--- src/hdl/lnesc_pkg.sv ---
// Shared types and character codes for the line-number escaper.
// No dependencies; the files that use it refer to it by scoped names.
package lnesc_pkg;

  // Character codes used while expanding a byte
  localparam logic [7:0] CH_TAB      = 8'd9;
  localparam logic [7:0] CH_NL       = 8'd10;
  localparam logic [7:0] CH_SPACE    = 8'd32;
  localparam logic [7:0] CH_DOLLAR   = 8'd36;
  localparam logic [7:0] CH_DASH     = 8'd45;
  localparam logic [7:0] CH_ZERO     = 8'd48;
  localparam logic [7:0] CH_QMARK    = 8'd63;
  localparam logic [7:0] CH_I        = 8'd73;
  localparam logic [7:0] CH_M        = 8'd77;
  localparam logic [7:0] CH_CARET    = 8'd94;
  localparam logic [7:0] CH_DEL      = 8'd127;
  localparam logic [7:0] CTRL_OFFSET = 8'd64;

  // Configuration register indexes
  typedef enum logic [2:0] {
    CFG_NUMBER_NONBLANK  = 3'd0,
    CFG_NUMBER_ALL       = 3'd1,
    CFG_SQUEEZE_BLANK    = 3'd2,
    CFG_SHOW_ENDS        = 3'd3,
    CFG_SHOW_TABS        = 3'd4,
    CFG_SHOW_NONPRINTING = 3'd5
  } cfg_idx_e;

  // Mode bits as held by the top level
  typedef struct packed {
    logic number_nonblank;
    logic number_all;
    logic squeeze_blank;
    logic show_ends;
    logic show_tabs;
    logic show_nonprinting;
  } cfg_t;

  // Fixed part of one queued job: optional number prefix plus 1..4 body bytes
  typedef struct packed {
    logic            has_num;
    logic [2:0]      body_len;
    logic [3:0][7:0] body;     // body[0] goes out first
  } job_t;

endpackage

--- src/hdl/text_stream_line_number_escaper_top.sv ---
// Top level of the line-number escaper: config registers, front, queue, back.
// Depends on lnesc_pkg, lnesc_front, lnesc_fifo and lnesc_back.
//
// Text filter in the style of cat -b -n -s -E -T -v. Each input beat carries
// one text byte (tuser flags the first byte of a file) and yields zero to
// NUMBER_DIGITS+5 output beats; tlast marks the final beat of each input.
// An input beat is taken every cycle while the two-entry job queue has room,
// and the output register delivers one byte per cycle while the sink is ready,
// so plain text runs at one byte per clock; a byte that expands to N output
// bytes holds the output side until all are out; meanwhile the queue takes one
// further beat, then stalls input until the expansion's last byte is loaded.
// A squeezed blank line produces no output beat. The user must write the mode
// registers (cfg channel, always ready) only while the block is idle; unenforced.
module text_stream_line_number_escaper_top #(
  parameter int NUMBER_DIGITS = 6
) (
  input  logic       clk_i,
  input  logic       rst_ni,
  // configuration write channel
  input  logic       cfg_valid_i,
  output logic       cfg_ready_o,
  input  logic [2:0] cfg_index_i,
  input  logic [7:0] cfg_data_i,     // bit 0 is the mode bit
  // input stream
  input  logic       s_axis_tvalid_i,
  output logic       s_axis_tready_o,
  input  logic [7:0] s_axis_tdata_i,  // [7:0] in_byte
  input  logic       s_axis_tuser_i,  // [0] starts_file
  // output stream
  output logic       m_axis_tvalid_o,
  input  logic       m_axis_tready_i,
  output logic [7:0] m_axis_tdata_o,  // [7:0] out_byte
  output logic       m_axis_tlast_o   // last_of_run
);

  localparam int JOB_W = $bits(lnesc_pkg::job_t) + 5 * NUMBER_DIGITS;

  lnesc_pkg::cfg_t               cfg_q;
  lnesc_pkg::job_t               f_job, b_job;
  logic [NUMBER_DIGITS-1:0][3:0] f_bcd, b_bcd;
  logic [NUMBER_DIGITS-1:0]      f_blank, b_blank;
  logic                          push, full, pop, q_valid;
  logic [JOB_W-1:0]              q_wdata, q_rdata;

  assign cfg_ready_o = 1'b1;

  // Mode registers
  always_ff @(posedge clk_i or negedge rst_ni) begin
    if (!rst_ni) begin
      cfg_q <= '0;
    end else if (cfg_valid_i) begin
      case (lnesc_pkg::cfg_idx_e'(cfg_index_i))
        lnesc_pkg::CFG_NUMBER_NONBLANK:  cfg_q.number_nonblank  <= cfg_data_i[0];
        lnesc_pkg::CFG_NUMBER_ALL:       cfg_q.number_all       <= cfg_data_i[0];
        lnesc_pkg::CFG_SQUEEZE_BLANK:    cfg_q.squeeze_blank    <= cfg_data_i[0];
        lnesc_pkg::CFG_SHOW_ENDS:        cfg_q.show_ends        <= cfg_data_i[0];
        lnesc_pkg::CFG_SHOW_TABS:        cfg_q.show_tabs        <= cfg_data_i[0];
        lnesc_pkg::CFG_SHOW_NONPRINTING: cfg_q.show_nonprinting <= cfg_data_i[0];
        default: ;
      endcase
    end
  end

  lnesc_front #(.NUMBER_DIGITS(NUMBER_DIGITS)) u_front (
    .clk_i        (clk_i),
    .rst_ni       (rst_ni),
    .cfg_i        (cfg_q),
    .in_valid_i   (s_axis_tvalid_i),
    .in_ready_o   (s_axis_tready_o),
    .in_byte_i    (s_axis_tdata_i),
    .starts_file_i(s_axis_tuser_i),
    .push_o       (push),
    .full_i       (full),
    .job_o        (f_job),
    .bcd_o        (f_bcd),
    .blank_o      (f_blank)
  );

  assign q_wdata = {f_bcd, f_blank, f_job};
  assign {b_bcd, b_blank, b_job} = q_rdata;

  lnesc_fifo #(.WIDTH(JOB_W), .DEPTH(2)) u_queue (
    .clk_i  (clk_i),
    .rst_ni (rst_ni),
    .push_i (push),
    .data_i (q_wdata),
    .full_o (full),
    .pop_i  (pop),
    .valid_o(q_valid),
    .data_o (q_rdata)
  );

  lnesc_back #(.NUMBER_DIGITS(NUMBER_DIGITS)) u_back (
    .clk_i      (clk_i),
    .rst_ni     (rst_ni),
    .job_valid_i(q_valid),
    .job_i      (b_job),
    .bcd_i      (b_bcd),
    .blank_i    (b_blank),
    .pop_o      (pop),
    .out_valid_o(m_axis_tvalid_o),
    .out_ready_i(m_axis_tready_i),
    .out_byte_o (m_axis_tdata_o),
    .out_last_o (m_axis_tlast_o)
  );

endmodule

--- src/hdl/lnesc_front.sv ---
// Front end: accepts input beats, tracks line state and builds one job per kept byte.
// Depends on lnesc_pkg.
module lnesc_front #(
  parameter int NUMBER_DIGITS = 6
) (
  input  logic                            clk_i,
  input  logic                            rst_ni,
  input  lnesc_pkg::cfg_t                 cfg_i,
  input  logic                            in_valid_i,
  output logic                            in_ready_o,
  input  logic [7:0]                      in_byte_i,
  input  logic                            starts_file_i,
  output logic                            push_o,
  input  logic                            full_i,
  output lnesc_pkg::job_t                 job_o,
  output logic [NUMBER_DIGITS-1:0][3:0]   bcd_o,
  output logic [NUMBER_DIGITS-1:0]        blank_o
);

  logic [7:0]                     prev_q, prev_d;
  logic [1:0]                     run_q, run_d;
  logic [NUMBER_DIGITS-1:0][3:0]  cnt_q, cnt_d;
  logic [NUMBER_DIGITS-1:0][3:0]  cnt_inc;
  logic                           accept, at_ls, drop, all_nines, carry, seen;
  logic                           has_num;
  logic [1:0]                     run_start;
  logic [6:0]                     low;
  logic [1:0][7:0]                esc;
  logic [1:0]                     esc_len;

  assign in_ready_o = !full_i;
  assign accept     = in_valid_i && !full_i;
  assign at_ls      = (prev_q == lnesc_pkg::CH_NL);

  // Squeeze bookkeeping; a file start clears the blank run first
  always_comb begin
    run_start = starts_file_i ? 2'd0 : run_q;
    drop      = 1'b0;
    run_d     = 2'd0;
    if (cfg_i.squeeze_blank && in_byte_i == lnesc_pkg::CH_NL && at_ls) begin
      run_d = (run_start < 2'd2) ? run_start + 2'd1 : run_start;
      drop  = (run_d > 2'd1);
    end
  end

  // Decide on the number prefix
  always_comb begin
    if (cfg_i.number_nonblank) begin
      has_num = (in_byte_i != lnesc_pkg::CH_NL) && at_ls;
    end else begin
      has_num = cfg_i.number_all && at_ls;
    end
  end

  // Escape of the low seven bits
  always_comb begin
    low     = in_byte_i[6:0];
    esc     = '0;
    esc_len = 2'd1;
    if (low < 7'd32) begin
      esc[0]  = lnesc_pkg::CH_CARET;
      esc[1]  = {1'b0, low} + lnesc_pkg::CTRL_OFFSET;
      esc_len = 2'd2;
    end else if ({1'b0, low} == lnesc_pkg::CH_DEL) begin
      esc[0]  = lnesc_pkg::CH_CARET;
      esc[1]  = lnesc_pkg::CH_QMARK;
      esc_len = 2'd2;
    end else begin
      esc[0] = {1'b0, low};
    end
  end

  // Build the body bytes
  always_comb begin
    job_o.has_num  = has_num;
    job_o.body     = '0;
    job_o.body_len = 3'd1;
    if (cfg_i.show_ends && in_byte_i == lnesc_pkg::CH_NL) begin
      job_o.body[0]  = lnesc_pkg::CH_DOLLAR;
      job_o.body[1]  = lnesc_pkg::CH_NL;
      job_o.body_len = 3'd2;
    end else if (cfg_i.show_tabs && in_byte_i == lnesc_pkg::CH_TAB) begin
      job_o.body[0]  = lnesc_pkg::CH_CARET;
      job_o.body[1]  = lnesc_pkg::CH_I;
      job_o.body_len = 3'd2;
    end else if (cfg_i.show_nonprinting && in_byte_i != lnesc_pkg::CH_TAB &&
                 in_byte_i != lnesc_pkg::CH_NL) begin
      if (in_byte_i[7]) begin
        job_o.body[0]  = lnesc_pkg::CH_M;
        job_o.body[1]  = lnesc_pkg::CH_DASH;
        job_o.body[2]  = esc[0];
        job_o.body[3]  = esc[1];
        job_o.body_len = 3'd2 + {1'b0, esc_len};
      end else begin
        job_o.body[0]  = esc[0];
        job_o.body[1]  = esc[1];
        job_o.body_len = {1'b0, esc_len};
      end
    end else begin
      job_o.body[0] = in_byte_i;
    end
  end

  // Leading-blank mask and BCD increment of the line counter
  always_comb begin
    seen      = 1'b0;
    carry     = 1'b1;
    all_nines = 1'b1;
    for (int i = NUMBER_DIGITS - 1; i >= 0; i--) begin
      seen       = seen || (cnt_q[i] != 4'd0) || (i == 0);
      blank_o[i] = !seen;
      all_nines  = all_nines && (cnt_q[i] == 4'd9);
    end
    for (int i = 0; i < NUMBER_DIGITS; i++) begin
      if (carry && cnt_q[i] == 4'd9) begin
        cnt_inc[i] = 4'd0;
      end else begin
        cnt_inc[i] = cnt_q[i] + {3'd0, carry};
        carry      = 1'b0;
      end
    end
  end

  assign bcd_o  = cnt_q;
  assign push_o = accept && !drop;

  // Next state
  always_comb begin
    prev_d = prev_q;
    cnt_d  = cnt_q;
    if (accept && !drop) begin
      prev_d = in_byte_i;
      if (has_num && !all_nines) begin
        cnt_d = cnt_inc;
      end
    end
  end

  // Hold line state
  always_ff @(posedge clk_i or negedge rst_ni) begin
    if (!rst_ni) begin
      prev_q <= lnesc_pkg::CH_NL;
      run_q  <= 2'd0;
      cnt_q  <= (4 * NUMBER_DIGITS)'(1);
    end else begin
      prev_q <= prev_d;
      cnt_q  <= cnt_d;
      if (accept) begin
        run_q <= run_d;
      end
    end
  end

endmodule

--- src/hdl/lnesc_fifo.sv ---
// Short job queue between front and back end, registers only.
// No package dependency.
module lnesc_fifo #(
  parameter int WIDTH = 8,
  parameter int DEPTH = 2
) (
  input  logic             clk_i,
  input  logic             rst_ni,
  input  logic             push_i,
  input  logic [WIDTH-1:0] data_i,
  output logic             full_o,
  input  logic             pop_i,
  output logic             valid_o,
  output logic [WIDTH-1:0] data_o
);

  localparam int PTR_W = (DEPTH > 1) ? $clog2(DEPTH) : 1;
  localparam int CNT_W = $clog2(DEPTH + 1);

  logic [DEPTH-1:0][WIDTH-1:0] mem_q;
  logic [PTR_W-1:0]            wr_q, rd_q;
  logic [CNT_W-1:0]            cnt_q;

  assign full_o  = (cnt_q == CNT_W'(DEPTH));
  assign valid_o = (cnt_q != '0);
  assign data_o  = mem_q[rd_q];

  // Store entries
  always_ff @(posedge clk_i) begin
    if (push_i) begin
      mem_q[wr_q] <= data_i;
    end
  end

  // Advance pointers and occupancy
  always_ff @(posedge clk_i or negedge rst_ni) begin
    if (!rst_ni) begin
      wr_q  <= '0;
      rd_q  <= '0;
      cnt_q <= '0;
    end else begin
      if (push_i) begin
        wr_q <= (wr_q == PTR_W'(DEPTH - 1)) ? '0 : wr_q + 1'b1;
      end
      if (pop_i) begin
        rd_q <= (rd_q == PTR_W'(DEPTH - 1)) ? '0 : rd_q + 1'b1;
      end
      if (push_i && !pop_i) begin
        cnt_q <= cnt_q + 1'b1;
      end else if (pop_i && !push_i) begin
        cnt_q <= cnt_q - 1'b1;
      end
    end
  end

endmodule

--- src/hdl/lnesc_back.sv ---
// Back end: expands the head job into output beats, one byte per cycle while the output is ready.
// Depends on lnesc_pkg.
module lnesc_back #(
  parameter int NUMBER_DIGITS = 6
) (
  input  logic                           clk_i,
  input  logic                           rst_ni,
  input  logic                           job_valid_i,
  input  lnesc_pkg::job_t                job_i,
  input  logic [NUMBER_DIGITS-1:0][3:0]  bcd_i,
  input  logic [NUMBER_DIGITS-1:0]       blank_i,
  output logic                           pop_o,
  output logic                           out_valid_o,
  input  logic                           out_ready_i,
  output logic [7:0]                     out_byte_o,
  output logic                           out_last_o
);

  localparam int POS_W = $clog2(NUMBER_DIGITS + 5);
  localparam int DIG_W = (NUMBER_DIGITS > 1) ? $clog2(NUMBER_DIGITS) : 1;
  localparam logic [POS_W-1:0] NUM_LEN = POS_W'(NUMBER_DIGITS + 1);
  localparam logic [POS_W-1:0] DIGITS  = POS_W'(NUMBER_DIGITS);

  logic [POS_W-1:0] pos_q, pos_d;
  logic [POS_W-1:0] pre_len, body_pos, end_pos;
  logic [DIG_W-1:0] dig_idx;
  logic [7:0]       cur_byte, byte_q;
  logic             is_last, load, valid_q, last_q;

  assign pre_len  = job_i.has_num ? NUM_LEN : '0;
  assign body_pos = pos_q - pre_len;
  assign end_pos  = pre_len + POS_W'(job_i.body_len) - 1'b1;
  assign is_last  = (pos_q == end_pos);
  assign dig_idx  = DIG_W'(DIGITS - 1'b1 - pos_q);

  // Pick the byte at the current position
  always_comb begin
    if (job_i.has_num && pos_q < DIGITS) begin
      cur_byte = blank_i[dig_idx] ? lnesc_pkg::CH_SPACE
                                  : lnesc_pkg::CH_ZERO + {4'd0, bcd_i[dig_idx]};
    end else if (job_i.has_num && pos_q == DIGITS) begin
      cur_byte = lnesc_pkg::CH_TAB;
    end else begin
      cur_byte = job_i.body[body_pos[1:0]];
    end
  end

  assign load  = job_valid_i && (!valid_q || out_ready_i);
  assign pop_o = load && is_last;

  // Advance within the job
  always_comb begin
    pos_d = pos_q;
    if (load) begin
      pos_d = is_last ? '0 : pos_q + 1'b1;
    end
  end

  always_ff @(posedge clk_i or negedge rst_ni) begin
    if (!rst_ni) begin
      pos_q   <= '0;
      valid_q <= 1'b0;
    end else begin
      pos_q <= pos_d;
      if (load) begin
        valid_q <= 1'b1;
      end else if (out_ready_i) begin
        valid_q <= 1'b0;
      end
    end
  end

  // Hold the output payload
  always_ff @(posedge clk_i) begin
    if (load) begin
      byte_q <= cur_byte;
      last_q <= is_last;
    end
  end

  assign out_valid_o = valid_q;
  assign out_byte_o  = byte_q;
  assign out_last_o  = last_q;

endmodule

--- config.mk ---
export PLATFORM = sky130hd
export DESIGN_NAME = text_stream_line_number_escaper_top
export DESIGN_NICKNAME = d
export VERILOG_FILES = /design/src/hdl/lnesc_pkg.sv /design/src/hdl/text_stream_line_number_escaper_top.sv /design/src/hdl/lnesc_front.sv /design/src/hdl/lnesc_fifo.sv /design/src/hdl/lnesc_back.sv
export SDC_FILE = /design/constraint.sdc
export NUM_CORES = 1
export LEC_CHECK = 0
export BUFFER_PORTS_ARGS = -buffer_cell sky130_fd_sc_hd__buf_2
export CAP_MARGIN = 20
export CORE_MARGIN = 2
export CORE_UTILIZATION = 34
export DETAILED_ROUTE_END_ITERATION = 7
export HOLD_SLACK_MARGIN = 0.03
export SYNTH_ARGS = -nofsm -noshare
export SYNTH_HDL_FRONTEND = slang
export SYNTH_HIERARCHICAL = 1
export SYNTH_SLANG_ARGS = --single-unit
--- constraint.sdc ---
create_clock -name clk_i -period 5.8 [get_ports clk_i]
set_input_delay 0.58 -clock clk_i [delete_from_list [all_inputs] [get_ports clk_i]]
set_output_delay 0.58 -clock clk_i [all_outputs]
set_load 0.005 [all_outputs]
== After elaboration in Yosys (flattened, before gate mapping) ==
Index checks and enable logic that the tools add are counted.

* Register bits: 190
* Bits in latches: 0
* Bits in writable memories: 0
* Bits in read-only memories: 0
* Bits of input ports: 25
* Output and inout port bits: 12
* Logic and storage cells: 185
* Memories: 0

* Add/sub/neg operators: 19
* Multiply operators: 0
* Div/mod/pow operators: 0
* Magnitude comparators: 9
* Equal/unequal tests: 20
* Shift-type cells: 0
* Mux-type cells: 54
* Bitwise operators: 0
* Reduce and logical (&&, ||, !) cells: 60

{| class="wikitable"
|+ Operator list
! cell !! number
|-
| two-way mux 66 bit || 3
|-
| bitwise mux 132 bit || 1
|-
| two-way mux 16 bit || 7
|-
| demux 66 bit (select 1 bit) || 1
|-
| two-way mux 8 bit || 5
|-
| two-way mux 4 bit || 8
|-
| logical AND 1 bit || 28
|-
| two-way mux 27 bit || 1
|-
| == test 4 bit, second input constant || 6
|-
| == test 8 x 4 -> 1 bit, second input constant || 3
|-
| adder 4 x 1 -> 4 bit || 5
|-
| nonzero test 4 bit || 5
|-
| binary-select mux 8 bit (select 2 bit) || 1
|-
| inequality test 8 x 4 -> 1 bit, second input constant || 2
|-
| two-way mux 2 bit || 7
|-
| AND reduction 2 bit || 7
|-
| binary-select mux 4 bit (select 3 bit) || 1
|-
| two-way mux 1 bit || 12
|-
| two-way mux 3 bit || 4
|-
| logical NOT 1 bit || 11
|-
| adder 4 x 1 -> 4 bit, second input constant || 2
|-
| adder 7 x 7 -> 8 bit, second input constant || 1
|-
| adder 6 x 4 -> 7 bit, first input constant || 1
|-
| == test 7 bit, second input constant || 1
|-
| other kinds (28) || 39
|}

== Logic depth before layout (Yosys ltp) ==
Gate-level depths: netlist of run 1.

* Word-level depth: 12
* Mapped depth: 17
* Depth with buffers taken out: 15

== Cells and area by module ==
The synthesis of run 1 kept the hierarchy.

{| class="wikitable"
|+ By module, submodules not included
! module !! times used !! cells each !! area an instance (µm²) !! sequential area each (µm²)
|-
| lnesc_fifo || 1 || 221 || 5064.9 || 4063.9
|-
| lnesc_front || 1 || 266 || 2489.9 || 854.6
|-
| lnesc_back || 1 || 126 || 1350.0 || 395.4
|-
| text_stream_line_number_escaper_top || 1 || 20 || 310.3 || 150.1
|}

== Least setup slack after synthesis of run 1 ==
Ideal clock, no wire load.

* Kind: input-to-reg
* Start point: input port s_axis_tdata_i[1]
* End point: register u_queue/mem_q[0] in the netlist's numbering, enable pin
* Data arrival time: 4402 ps
* Required time: 5302 ps
* Path slack: 900 ps
* Stages on the path: 7
* Path through: buf_2 nor4b_2 nand4_1 o21bai_2 buf_2 inv_2 nor2b_1

* Cells in the longest elaborated chain, start to end: 6

{| class="wikitable"
|+ RTL lines
! item !! RTL line !! RTL
|-
| from (decl) || text_stream_line_number_escaper_top.sv:27 || <nowiki>input logic [7:0] s_axis_tdata_i,</nowiki>
|-
| == test 8 x 4 -> 1 bit || lnesc_front.sv:40 || <nowiki>if (cfg_i.squeeze_blank && in_byte_i == lnesc_pkg::CH_NL && at_ls) begin</nowiki>
|-
| logical AND 1 bit (2 in series) || lnesc_front.sv:40 ||
|-
| two-way mux 1 bit || lnesc_front.sv:40 ||
|-
| logical NOT 1 bit || lnesc_front.sv:125 || <nowiki>assign push_o = accept && !drop;</nowiki>
|-
| logical AND 1 bit || lnesc_front.sv:125 ||
|-
| named net push || text_stream_line_number_escaper_top.sv:42 || <nowiki>logic push, full, pop, q_valid;</nowiki>
|-
| to (signal, indexed assignment) || lnesc_fifo.sv:31 || <nowiki>mem_q[wr_q] <= data_i;</nowiki>
|-
| to (decl) || lnesc_fifo.sv:20 || <nowiki>logic [DEPTH-1:0][WIDTH-1:0] mem_q;</nowiki>
|}

The timed path passes the listed nets, and every way through them passes these cells.
A chain may end at the register's enable or synchronous reset.

== Final worst setup path of run 1 ==
* Start point: register u_queue.rd_q
* End point: register u_queue.cnt_q[1]

* Cells in the longest elaborated chain, start to end: 10
* Elaborated cells between the ends (all ways): 12
* Those cells by class: add/sub (2); eq/ne (1); mux (4); reduce/logical (5)

{| class="wikitable"
|+ RTL lines
! item !! RTL line !! RTL
|-
| from (decl) || lnesc_fifo.sv:21 || <nowiki>logic [PTR_W-1:0] wr_q, rd_q;</nowiki>
|-
| from (signal assigned) || lnesc_fifo.sv:46 || <nowiki>rd_q <= (rd_q == PTR_W'(DEPTH - 1)) ? '0 : rd_q + 1'b1;</nowiki>
|-
| two-way mux 66 bit (implied by the code) * (2 in series) || lnesc_fifo.sv:26 || <nowiki>assign data_o = mem_q[rd_q];</nowiki>
|-
| named net q_rdata[35] || text_stream_line_number_escaper_top.sv:43 || <nowiki>logic [JOB_W-1:0] q_wdata, q_rdata;</nowiki>
|-
| two-way mux 3 bit * || lnesc_back.sv:30 || <nowiki>assign pre_len = job_i.has_num ? NUM_LEN : '0;</nowiki>
|-
| adder 3 x 3 -> 4 bit * || lnesc_back.sv:32 || <nowiki>assign end_pos = pre_len + POS_W'(job_i.body_len) - 1'b1;</nowiki>
|-
| subtractor 4 x 1 -> 4 bit * || lnesc_back.sv:32 ||
|-
| == test 4 bit * || lnesc_back.sv:33 || <nowiki>assign is_last = (pos_q == end_pos);</nowiki>
|-
| named net u_back.is_last || lnesc_back.sv:28 || <nowiki>logic is_last, load, valid_q, last_q;</nowiki>
|-
| logical AND 1 bit * || lnesc_back.sv:49 || <nowiki>assign pop_o = load && is_last;</nowiki>
|-
| named net pop || text_stream_line_number_escaper_top.sv:42 ||
|-
| logical NOT 1 bit || lnesc_fifo.sv:48 || <nowiki>if (push_i && !pop_i) begin</nowiki>
|-
| logical AND 1 bit || lnesc_fifo.sv:48 ||
|-
| two-way mux 2 bit or nonzero test 2 bit (tied branches) || n/a ||
|-
| to (signal assigned) || lnesc_fifo.sv:49 || <nowiki>cnt_q <= cnt_q + 1'b1;</nowiki>
|-
| to (signal assigned) || lnesc_fifo.sv:51 || <nowiki>cnt_q <= cnt_q - 1'b1;</nowiki>
|-
| to (decl) || lnesc_fifo.sv:22 || <nowiki>logic [CNT_W-1:0] cnt_q;</nowiki>
|}

The timed path passes the listed nets; every way through them passes the cells marked *. The select of a mux whose other input is x is not followed.

==> results.md, run 1 <==
Power and ir drop:
- The reported leakage power is 0.003939 uW.
- The power per cell area is 479.0 nW/um^2.
- Across the VDD grid, the largest voltage drop is 0.2262 mV.
- The total power draw is 4927 uW.

Global route:
- The number of global-route vias before repair was 5006.
- The final global-route overflow total is 0.
- The initial antenna violation count is 0.
- The maximum number of pins on one net before global-route repair is 67.
- The first global-routing pass estimated 27280 um of wire.
- The global routing usage summed across all routing layers is 12.44%.

Clock network:
- Counting the buffers created by CTS gives 17.
- In this run the number of H-tree levels came out at 4.
- For this design, the CTS-stage hold fixing added 0 buffers.
- The clock tree root driver cell is sky130_fd_sc_hd__clkbuf_16.
- Clock tree synthesis found a total of 190 sinks.
- Clock latency on the worst-skew pair, taken at its later pin, is 0.42 ns.
- The number of gates resized after CTS was 0.
- Counting along the longest clock path gives a buffer depth of 2.
- After clock tree synthesis, the clock-pin slew on the worst setup and hold paths is 0.07 ns.
- The clock tree from TritonCTS is yes.
- In this run the post-CTS setup repair buffer count came out at 0.

Finish:
- The count of nets after finishing is 707.
- Fill cells in the final layout number 2475.
- Registers take 5468 um^2.
- Of the cells placed in the final design, the portion with a size suffix greater than 1 is 26.41%.
- Summing all multi-input logic gate instances after layout gives 3480 um^2.
- The finished cells cover 10290 um^2.
- The synthesis-to-layout area growth is 11.64%.
- The repair_antennas step left the layout with diodes totalling 0.

Critical path:
- The cell at the slowest stage of the critical path is sky130_fd_sc_hd__dfrtp_4.
- The path type of the worst setup path is flip-flop to flip-flop.
- The count of buffering cells on the critical path with inverters included is 4.
- The critical path goes through mux2_2, inv_1, ha_1, inv_1, ha_1, inv_1, fa_1, xnor3_1, nor4_4, and2_1, inv_1, ha_1, xor2_1, nor2_1, xor2_1.
- The worst setup path is captured at a flip-flop.
- The largest delay contributor family on the critical path is adder cells.
- By instance count, the cell type seen most on the critical path is sky130_fd_sc_hd__inv_1.
- The peak per-stage delay on the critical path is 0.63 ns.
- Along the worst path, the maximum fanout reaches 20.
- The arrival time of data at the critical path endpoint is 4.21 ns.
- The element type at the critical path start is a flip-flop.
- Data on the critical path is required at its endpoint by 6.15 ns.

Floorplanning:
- During I/O placement, the number of pins put on the boundary was 37.
- The starting density of the core is 34.38%.
- Row generation in the floorplan step produced 60 rows.
- The die covers 28440 um^2.
- Measured along the y axis, the die boundary spans 168.6 um.
- The placeable core region is 26800 um^2.
- The horizontal extent of the die is 168.6 um.

Synthesis:
- In the post-synthesis netlist, the biggest area contributors are sky130_fd_sc_hd__edfxtp_1 46%, sky130_fd_sc_hd__dfrtp_1 12%, sky130_fd_sc_hd__mux2_4 7.8%.
- The number of cells produced by synthesis is 633.
- The synthesized design contains 141 enable-type register cells.
- The post-synth design cell area is 9215 um^2.
- Among all cell types in the netlist, the one instantiated most often is sky130_fd_sc_hd__edfxtp_1.
- The netlist uses 68 different library cells.
- The share of synthesized flip-flops with an asynchronous set or reset is 25.79%.
- The number of synthesized register bits is 190.
- Summed over its instances, the top area cell type makes up 45.95% of the synthesized netlist area.
- The total of warnings raised by yosys is 6.
- In this run the mean area of a mapped cell was 14.56 um^2.
- Sequential cells were found to cover 59.29% of the synthesized design area.
- Summed over all instances, the cell type with the most area after synthesis is sky130_fd_sc_hd__edfxtp_1.
- The primary flip-flop cell chosen by synthesis mapping is sky130_fd_sc_hd__edfxtp_1.
- The commonest cells after synthesis are 141 x sky130_fd_sc_hd__edfxtp_1, 48 x sky130_fd_sc_hd__mux2_4, 46 x sky130_fd_sc_hd__dfrtp_1, 44 x sky130_fd_sc_hd__mux2_2, 43 x sky130_fd_sc_hd__nand2_1.

Detailed routing:
- The number of iterations in the first detailed-routing pass is 4.
- The final layout contains routed wiring with a total length of 16740 um.
- The post-detailed-route wirelength per cell is 16.50 um.
- The first-iteration detailed-routing DRC count is 278.
- The total via count after detailed routing is 5020.
- Dividing the detail-routed via count by the number of cells gives 4.946.
- The count of nets left with antenna violations once routing finished came out at 0.
- The number of remaining DRC errors is 0.

Run:
- The max-capacitance violation count is 0.

Place:
- The count of buffers inserted at the top-level ports is 28.
- Once placement finished, the instance area stood at 9661 um^2.
- At the end of routability-driven placement, the weighted congestion stood at 0.7506.
- Detailed placement ended at an HPWL of 11170 um.

Hold path:
- The worst hold path belongs to the class input port to asynchronous set/reset pin.

Timing:
- Setup violations remaining at the end of the flow were counted as 0.
- The final hold violation count is 0.
- The setup total negative slack is 0 ns.
- In the finished design, the share of the clock period the worst path needs comes to 66.59%.
- The final-report max-slew violation count is 0.
- Across the routed clock network, the largest skew measured is 0.005633 ns.
- The worst-margin pin slew is 0.9462 ns.
- The worst pin sits at a relative slew slack of 36.92%.
- The clock period could shrink to 3.862 ns.
- Hold is met by 0.2712 ns.
- Static timing analysis puts the maximum clock frequency at 258.9 MHz.
- Setup repair after global routing left no endpoint under its margin.

Run status:
- The flow ran to the end, and the final reports show no timing, DRC or antenna violations.
[final timing paths]
path / startpoint / end / slack [ns] / depth (start not counted)
setup / recovery: u_queue/rd_q$_DFFE_PN0P_ / u_queue/cnt_q[1]$_DFFE_PN0P_ / 1.94 / 15
hold / removal: rst_ni / u_front/bcd_o[12]$_DFFE_PN0P_ / 0.27 / 2
setup reg to reg: u_queue/rd_q$_DFFE_PN0P_ / u_queue/cnt_q[1]$_DFFE_PN0P_ / 1.94 / 15
hold reg to reg: u_front/prev_q[3]$_DFFE_PN1P_ / u_front/prev_q[3]$_DFFE_PN1P_ / 0.48 / 2
max in group asynchronous: rst_ni / u_queue/rd_q$_DFFE_PN0P_ / 5.03 / 2
min in group clk_i: cfg_data_i[0] / cfg_q[2]$_DFFE_PN0P_ / 0.45 / 2
[report_power, final]
group          total [uW]  leakage [uW]  switching [uW]  internal (uW)
Combinational        1650       0.00176             852            796
Sequential           2050       0.00187             174           1880
Clock                1230      0.000306             471            758
Total                4930       0.00394            1500           3430
[worst reg2reg max path, delay by kind of cell, from the launching register on]
family	cells	cell delay, ns
adder cells (fa/ha/maj)	4	0.95
AND/OR/NAND/NOR	3	0.73
XOR/XNOR	3	0.68
flip-flops	1	0.63
multiplexers	1	0.49
buffers and inverters	4	0.32
[flip-flops by register name, indices dropped and copies added, names as in the netlist]
| signal | cells |
|---|---|
| u_back/pos_q | 4 |
| u_back/out_last_o | 1 |
| u_queue/mem_q | 132 |
| u_queue/rd_q | 1 |
| u_front/run_q | 2 |
| u_queue/cnt_q | 2 |
| u_back/out_byte_o | 8 |
| u_queue/wr_q | 1 |
| u_front/bcd_o | 24 |
| u_front/prev_q | 8 |
| cfg_q | 6 |
| u_back/out_valid_o | 1 |
[metrics by stage]
stage,util (%),cells,setup slack [ns]
after floorplan,-,636,0.8996
after global placement,36.05,983,1.944
after detailed placement,36.05,983,1.929
after CTS,38.38,1015,1.903
after global routing,38.38,1015,1.601
final,38.38,1015,1.938
[metal layers]
layer	wire length [um]	up-vias	track usage, %	part of all wire (%)
li1	-	2403	-	-
met1	8065	2529	17.30	48
met2	7871	75	19.59	47
met3	576	13	2.291	3.4
met4	231	0	4.460	1.4
met5	0	-	0	0
[final cells by class]
| cell class | count | area share, % |
|---|---|---|
| multi-input cells | 390 | 33.82 |
| repair buffers | 33 | 1.727 |
| clock inverters | 14 | 1.922 |
| inverters | 29 | 1.058 |
| well taps | 341 | 4.147 |
| clock buffers | 18 | 4.172 |
| flip-flops and latches | 190 | 53.15 |
[cells by family (layout without fill, tap and decap cells)]
group / Yosys count / count (layout) / synth area share [%]
AOI/OAI and AO/OA: 65 / 65 / 4.983
adders and majority gates: 21 / 21 / 2.933
muxes: 118 / 118 / 17.19
DFF: 190 / 190 / 59.29
buffers and inverters: 56 / 94 / 3.164
other: 2 / 5 / 0.08150
xor gates and xnor gates: 24 / 24 / 2.593
and+or+nand+nor: 157 / 157 / 9.762
[placed cells by master (no fill, tap or decap), types with 5 or more instances in the layout]
master                      instances
sky130_fd_sc_hd__inv_1             28
sky130_fd_sc_hd__ha_1              20
sky130_fd_sc_hd__a22o_1             5
sky130_fd_sc_hd__buf_2             28
sky130_fd_sc_hd__o21ai_0            8
sky130_fd_sc_hd__buf_4              5
sky130_fd_sc_hd__nand3_1            9
sky130_fd_sc_hd__mux2_2            44
sky130_fd_sc_hd__a21boi_0           5
sky130_fd_sc_hd__o21ai_1            9
sky130_fd_sc_hd__mux4_2             8
sky130_fd_sc_hd__mux2_4            48
sky130_fd_sc_hd__mux2_1             6
sky130_fd_sc_hd__nor4_1             5
sky130_fd_sc_hd__xnor2_1            9
sky130_fd_sc_hd__nor2b_1            8
sky130_fd_sc_hd__clkbuf_16         17
sky130_fd_sc_hd__nand2_1           43
sky130_fd_sc_hd__nor2_1            36
sky130_fd_sc_hd__dfrtp_1           45
sky130_fd_sc_hd__a21oi_1            9
sky130_fd_sc_hd__bufinv_16          5
sky130_fd_sc_hd__nand2b_1           5
sky130_fd_sc_hd__nor3_1             8
sky130_fd_sc_hd__mux2i_1           12
sky130_fd_sc_hd__and2_1             5
sky130_fd_sc_hd__xor2_1            13
sky130_fd_sc_hd__edfxtp_1         141
sky130_fd_sc_hd__conb_1             5
No activity file was read; power rests on OpenSTA's default activity.
==> run 2, diff against run 1 <==
Clock period 5.8 ns to 3.5 ns, I/O delays scaled along.
==> results.md, run 2 (same netlist as run 1, synthesis figures left out) <==
Run status:
- Outcome: finished clean (unchanged).

Critical path:
- The path type of the worst setup path is flip-flop to flip-flop (unchanged).
- The setup slack of the worst register-to-register path is 0.23 ns (was 1.94 ns).
- The required time at the worst-slack endpoint is 3.85 ns (was 6.15 ns).
- The length in cells of the worst reg-to-reg path is 14 (was 15).
- The capturing element type of the critical path is a flip-flop (unchanged).
- The worst-path maximum fanout is 6 (was 20).
- The element type at the critical path start is a flip-flop (unchanged).
- The source of the worst register-to-register timing path is u_queue/rd_q$_DFFE_PN0P_ (unchanged).
- The reg-to-reg critical path endpoint is u_queue/cnt_q[1]$_DFFE_PN0P_ (unchanged).
- The worst setup path startpoint is u_queue/rd_q$_DFFE_PN0P_ (unchanged).
- The arrival time of data at the critical path endpoint is 3.62 ns (was 4.21 ns).

Finish:
- The share of the core filled with cells is 38.60% (was 38.38%).
- The antenna diode count is 0 (unchanged).
- The count of nets after finishing is 718 (was 707).
- The register name with the most flops is u_queue/mem_q (unchanged).
- The most common library cell in the layout ignoring fill and taps is sky130_fd_sc_hd__edfxtp_1 (unchanged).
- The multi-input logic area came to 3480 um^2 (unchanged).
- Commonest cells after routing, fill and taps aside: 141 x sky130_fd_sc_hd__edfxtp_1, 48 x sky130_fd_sc_hd__mux2_4, 45 x sky130_fd_sc_hd__dfrtp_1 (unchanged).
- The synthesis-to-layout area growth is 12.27% (was 11.64%).
- The number of filler cells placed in the layout is 2484 (was 2475).
- The flip-flop and latch area was 5468 um^2 (unchanged).
- The number of flip-flops in the largest register was 132 (unchanged).
- The fraction of layout cells with a size suffix above 1 came to 27.88% (was 26.41%).

Hold path:
- The class of the tightest hold or removal check was input port to flip-flop (was input port to asynchronous set/reset pin).
- The end of the worst hold path is u_back/out_valid_o$_DFFE_PN0P_.
- Counting instances, the worst hold path has a depth of 3.
- The hold path startpoint is m_axis_tready_i.

Power and ir drop:
- The proportion of total power due to net switching came to 31.75% (was 30.37%).
- The total internal power is 5549 uW (was 3431 uW).
- The power per cell area came to 785.9 nW/um^2 (was 479.0 nW/um^2).
- The part of the total power dissipated in the clock network is 23.5% (was 24.9%).
- The fraction of power consumed by combinational cells is 35.6% (was 33.4%).
- The reported leakage power is 0.003975 uW (was 0.003939 uW).
- The net switching component of the power is 2582 uW (was 1496 uW).
- The maximum vdd ir drop is 0.4266 mV (was 0.2262 mV).
- The register share of total power came to 40.9% (was 41.6%).

Detailed routing:
- The post-detailed-route wirelength per cell was 17.12 um (was 16.50 um).
- The number of remaining DRC errors was 0 (unchanged).
- The aggregate routed wire length came to 17570 um (was 16740 um).
- The via density per instance is 4.937 (was 4.946).
- The total via count after detailed routing is 5065 (was 5020).
- The number of iterations in the first detailed-routing pass is 5 (was 4).
- The first-iteration detailed-routing DRC count is 350 (was 278).
- The number of routed nets with antenna violations was 0 (unchanged).

Place:
- The detailed placement HPWL is 11660 um (was 11170 um).
- The count of buffers inserted at the top-level ports is 28 (unchanged).
- The weighted congestion at the end of routability-driven global placement is 0.7612 (was 0.7506).

Clock network:
- The clock latency at the later pin of the worst-skew pair came to 0.43 ns (was 0.42 ns).
- The number of resized instances in the post-cts repair step came to 0 (unchanged).
- The clock tree from TritonCTS is yes (unchanged).
- The buffer depth of the longest clock path is 2 (unchanged).
- The count of clock tree sinks came to 190 (unchanged).
- The maximum level of the CTS H-tree was 4 (unchanged).
- The number of buffers added by the clock tree synthesis step is 17 (unchanged).
- The clock tree root driver cell was sky130_fd_sc_hd__clkbuf_16 (unchanged).
- The clock-pin slew reported for the worst setup and hold paths after clock tree synthesis is 0.07 ns (about the same).

Run:
- The max-capacitance violation count was 0 (unchanged).

Floorplanning:
- The placeable core region is 26800 um^2 (unchanged).
- The chip height is 168.6 um (unchanged).
- The number of core rows is 60 (unchanged).
- The starting density of the core is 34.38% (unchanged).
- The area enclosed by the die boundary came to 28440 um^2 (unchanged).
- The I/O pin count is 37 (unchanged).
- The horizontal extent of the die is 168.6 um (unchanged).

Timing:
- The worst relative slew slack is 36.66% (was 36.92%).
- The fraction of the cycle the final worst path needs is 93.42% (was 66.59%).
- The worst-margin pin slew is 0.9501 ns (was 0.9462 ns).
- The final hold violation count is 0 (unchanged).
- The worst-case clock skew is 0.01344 ns (was 0.005633 ns).
- Setup repair after global routing missed its margin: false (unchanged).
- The final-report max-slew violation count is 0 (unchanged).
- The time the final worst path needs with I/O delays and setup came to 3.270 ns (was 3.862 ns).
- The setup-violating endpoint count in the final report is 0 (unchanged).
- The setup total negative slack was 0 ns (unchanged).
- The final hold slack came to 0.2075 ns (was 0.2712 ns).
- The maximum operating frequency was 305.8 MHz (was 258.9 MHz).

Global route:
- The final global-route overflow total came to 0 (unchanged).
- The number of global-route vias before repair came to 5058 (was 5006).
- The first-pass GRT wire length is 28400 um (was 27280 um).
- The maximum number of pins on one net before global-route repair is 67 (unchanged).
- The initial antenna violation count is 0 (unchanged).
- The global routing usage summed across all routing layers is 12.88% (was 12.44%).
==> run 2: area by class of cell <==
cell class	count	area share, %
Clock buffer	20	4.523
Clock inverter	12	1.161
Inverter	29	1.052
Multi-Input combinational cell	390	33.63
Sequential cell	190	52.85
Tap cell	341	4.124
Timing Repair Buffer	44	2.661
==> run 2: timing repair <==
item                                   in CTS  in global routing
setup buffers                               0                  3
endpoints found under the hold margin      24                  0
setup endpoints to repair                   0                  1
hold buffers                                1                  0
==> run 2: how the worst max path moves through the flow <==
stage	to	slack, ns	cells past startpoint
final	u_queue/cnt_q[1]$_DFFE_PN0P_	0.23	14
after global routing	u_queue/cnt_q[1]$_DFFE_PN0P_	0.005	15
after CTS	u_queue/cnt_q[1]$_DFFE_PN0P_	0.12	14
after detailed placement	u_queue/cnt_q[1]$_DFFE_PN0P_	0.15	15
after global placement	u_queue/cnt_q[1]$_DFFE_PN0P_	0.21	14
after floorplan	u_queue/cnt_q[1]$_DFFE_PN0P_	0.02	16
==> run 2: routing by layer <==
metal	global-route usage, %	vias up	wire [um]
met3	2.899	15	522
met4	3.973	0	217
met5	0	-	0
met1	18.32	2535	8641
li1	-	2433	-
met2	19.68	82	8188
==> run 2: stage by stage <==
step	cell area (um^2)	setup WS, ns	cells	power [uW]
after floorplan	9229	0.02039	636	5538
after global placement	9726	0.2074	990	6214
after detailed placement	9726	0.1486	990	6266
after CTS	10320	0.1240	1023	8200
after global routing	10350	0.005169	1026	8596
final	10350	0.2302	1026	8131
==> run 2: power by group through the flow <==
stage / registers, uW / logic [uW] / clock network, uW
final: 3320 / 2890 / 1910
after global routing: 3380 / 3170 / 2050
after CTS: 3350 / 2890 / 1960
after detailed placement: 3390 / 2870 / 0
after global placement: 3370 / 2850 / 0
after floorplan: 3310 / 2230 / 0
==> run 2: critical path, stage by stage (launching register included) <==
cell and delay (ns):
sky130_fd_sc_hd__dfrtp_4 0.51, sky130_fd_sc_hd__mux2_2 0.30, sky130_fd_sc_hd__inv_1 0.11, sky130_fd_sc_hd__ha_1 0.23, sky130_fd_sc_hd__inv_1 0.06, sky130_fd_sc_hd__ha_1 0.14
sky130_fd_sc_hd__inv_1 0.05, sky130_fd_sc_hd__fa_1 0.40, sky130_fd_sc_hd__xnor3_1 0.39, sky130_fd_sc_hd__nor4_4 0.17, sky130_fd_sc_hd__and2_1 0.20, sky130_fd_sc_hd__inv_1 0.06
sky130_fd_sc_hd__ha_1 0.31, sky130_fd_sc_hd__nor2_1 0.14, sky130_fd_sc_hd__xor2_1 0.14
==> run 3, diff against run 2 <==
Settings changed: BUFFER_PORTS_ARGS -buffer_cell sky130_fd_sc_hd__buf_2 to unset, DONT_BUFFER_PORTS set to 1.
==> results.md, run 3 (same netlist as run 1, synthesis figures left out) <==
Critical path:
- The arrival time of data at the critical path endpoint was 3.62 ns (about the same).
- The path type of the worst setup path is flip-flop to flip-flop (unchanged).
- The peak per-stage delay on the critical path is 0.48 ns (was 0.51 ns).
- The element type at the critical path start is a flip-flop (unchanged).
- The largest delay contributor family on the critical path is adder cells (unchanged).
- The worst-path maximum fanout was 8 (was 6).
- The count of buffering cells on the critical path with inverters included was 4 (unchanged).
- The most frequent cell on the critical path is sky130_fd_sc_hd__inv_1 (unchanged).
- The cell at the slowest stage of the critical path is sky130_fd_sc_hd__dfrtp_4 (unchanged).
- The capturing element type of the critical path is a flip-flop (unchanged).
- Cell chain of the critical path: mux2_2, inv_1, ha_1, inv_1, ha_1, inv_1, fa_1, xnor3_1, nor4_4, and2_1, inv_1, ha_1, xor2_1, nor2_1, xor2_1 (was mux2_2, inv_1, ha_1, inv_1, ha_1, inv_1, fa_1, xnor3_1, nor4_4, and2_1, inv_1, ha_1, nor2_1, xor2_1).
- The required time at the worst-slack endpoint is 3.85 ns (about the same).

Clock network:
- The count of clock tree sinks is 190 (unchanged).
- The number of buffers added by the clock tree synthesis step is 17 (unchanged).
- The clock tree root driver cell is sky130_fd_sc_hd__clkbuf_16 (unchanged).
- The buffer depth of the longest clock path is 2 (unchanged).
- The maximum level of the CTS H-tree came to 4 (unchanged).
- The clock-pin slew reported for the worst setup and hold paths after clock tree synthesis came to 0.07 ns (about the same).
- The clock latency at the later pin of the worst-skew pair is 0.43 ns (about the same).
- The post-CTS setup-driven buffer insertion count was 0 (unchanged).
- The clock tree from TritonCTS is yes (unchanged).

Finish:
- The number of flip-flops in the largest register is 132 (unchanged).
- Commonest cells after routing, fill and taps aside: 141 x sky130_fd_sc_hd__edfxtp_1, 48 x sky130_fd_sc_hd__mux2_4, 45 x sky130_fd_sc_hd__dfrtp_1 (unchanged).
- The number of filler cells placed in the layout was 2461 (was 2484).
- The final cell count without fillers is 999 (was 1026).
- The count of nets after finishing was 691 (was 718).
- The most common library cell in the layout ignoring fill and taps is sky130_fd_sc_hd__edfxtp_1 (unchanged).
- The register name with the most flops is u_queue/mem_q (unchanged).
- The synthesis-to-layout area growth was 11.17% (was 12.27%).
- The antenna diode count is 0 (unchanged).
- The fraction of layout cells with a size suffix above 1 is 24.92% (was 27.88%).

Power and ir drop:
- The part of the total power dissipated in the clock network is 23.7% (was 23.5%).
- The fraction of power consumed by combinational cells is 34.9% (was 35.6%).
- The proportion of total power due to net switching is 31.47% (was 31.75%).
- The total internal power is 5533 uW (was 5549 uW).
- The power per cell area was 788.1 nW/um^2 (was 785.9 nW/um^2).
- The reported leakage power was 0.003883 uW (was 0.003975 uW).
- The register share of total power is 41.4% (was 40.9%).
- The maximum vdd ir drop is 0.3648 mV (was 0.4266 mV).
- The net switching component of the power is 2541 uW (was 2582 uW).

Detailed routing:
- The number of iterations in the first detailed-routing pass is 4 (was 5).
- The first-iteration detailed-routing DRC count came to 256 (was 350).
- The number of remaining DRC errors was 0 (unchanged).
- The post-detailed-route wirelength per cell is 17.24 um (was 17.12 um).
- The total via count after detailed routing is 4919 (was 5065).
- The via density per instance is 4.924 (was 4.937).
- The number of routed nets with antenna violations is 0 (unchanged).
- The aggregate routed wire length is 17220 um (was 17570 um).

Place:
- The detailed placement HPWL is 11770 um (was 11660 um).
- The count of buffers inserted at the top-level ports is 0 (was 28).
- The cell count after placement is 965 (was 990).
- The weighted congestion at the end of routability-driven global placement is 0.7602 (was 0.7612).

Floorplanning:
- The horizontal extent of the die is 168.6 um (unchanged).
- The number of core rows is 60 (unchanged).
- The starting density of the core was 34.38% (unchanged).
- The chip height came to 168.6 um (unchanged).
- The I/O pin count is 37 (unchanged).
- The placeable core region was 26800 um^2 (unchanged).
- The area enclosed by the die boundary came to 28440 um^2 (unchanged).

Timing:
- The worst-case clock skew is 0.01050 ns (was 0.01344 ns).
- The setup-violating endpoint count in the final report is 0 (unchanged).
- Setup repair after global routing missed its margin: false (unchanged).
- The final-report max-slew violation count was 0 (unchanged).
- The fraction of the cycle the final worst path needs is 93.39% (was 93.42%).
- The setup total negative slack came to 0 ns (unchanged).
- The maximum operating frequency is 305.9 MHz (was 305.8 MHz).
- The final hold violation count is 0 (unchanged).
- The time the final worst path needs with I/O delays and setup came to 3.269 ns (was 3.270 ns).
- The worst relative slew slack is 59.20% (was 36.66%).
- The worst-margin pin slew is 0.6069 ns (was 0.9501 ns).

Global route:
- The number of global-route vias before repair is 5016 (was 5058).
- The initial antenna violation count is 0 (unchanged).
- The final global-route overflow total is 0 (unchanged).
- The first-pass GRT wire length is 27680 um (was 28400 um).
- The global routing usage summed across all routing layers came to 12.59% (was 12.88%).
- The maximum number of pins on one net before global-route repair is 50 (was 67).

Run:
- The max-capacitance violation count was 0 (unchanged).

Hold path:
- The class of the tightest hold or removal check is input port to flip-flop (unchanged).

Run status:
- Outcome: finished clean (unchanged).
==> run 3: area by class of cell <==
type	count	area [um^2]	area share, %
Timing Repair Buffer	17	175.2	1.710
Tap cell	341	426.7	4.165
Clock inverter	14	157.7	1.539
Sequential cell	190	5468	53.37
Inverter	29	108.9	1.063
Clock buffer	18	429.2	4.189
Multi-Input combinational cell	390	3480	33.96
==> run 3: stage by stage <==
step	cell area, um^2	util, %	total power [uW]	worst slack (ns)	hold WS (ns)
finish	10240	38.23	8074	0.2313	0.05614
global route	10240	38.23	8502	0.05922	0.04149
CTS	10240	38.23	8173	0.2145	0.03648
detailed placement	9620	35.90	6234	0.2372	0.05720
global placement	9620	35.90	6190	0.2751	0.05757
floorplan	9229	-	5538	0.02039	0.05441
==> run 3: repair_timing <==
action,4_1_cts,5_1_grt
hold buffers,2,0
endpoints found under the hold margin,49,0
resized for setup,0,0
==> run 3: power by group through the flow <==
stage	Sequential, uW	Clock [uW]	Combinational (uW)
after floorplan	3310	0	2230
after global placement	3380	0	2810
after detailed placement	3400	0	2840
after CTS	3350	1960	2870
after global routing	3400	2030	3070
final	3340	1910	2820
==> run 3: final timing paths <==
| path | from | endpoint | slack, ns | cells after the start |
|---|---|---|---|---|
| setup reg to reg | u_queue/rd_q$_DFFE_PN0P_ | u_queue/cnt_q[1]$_DFFE_PN0P_ | 0.23 | 15 |
| hold / removal | s_axis_tdata_i[0] | u_front/prev_q[0]$_DFFE_PN0P_ | 0.06 | 1 |
| hold reg to reg | u_front/prev_q[3]$_DFFE_PN1P_ | u_front/prev_q[3]$_DFFE_PN1P_ | 0.47 | 2 |
| setup / recovery | u_queue/rd_q$_DFFE_PN0P_ | u_queue/cnt_q[1]$_DFFE_PN0P_ | 0.23 | 15 |
| min in group asynchronous | rst_ni | u_back/out_valid_o$_DFFE_PN0P_ | 0.44 | 2 |
| max in group asynchronous | rst_ni | u_front/prev_q[3]$_DFFE_PN1P_ | 2.77 | 2 |
==> run 3: layer usage <==
layer	vias to the layer above	wire length [um]	part of all wire [%]	GRT usage, %
met4	0	310	1.8	4.273
met3	13	425	2.5	2.525
li1	2373	-	-	-
met2	70	8155	47	20.20
met1	2463	8327	48	17.15
met5	-	0	0	0
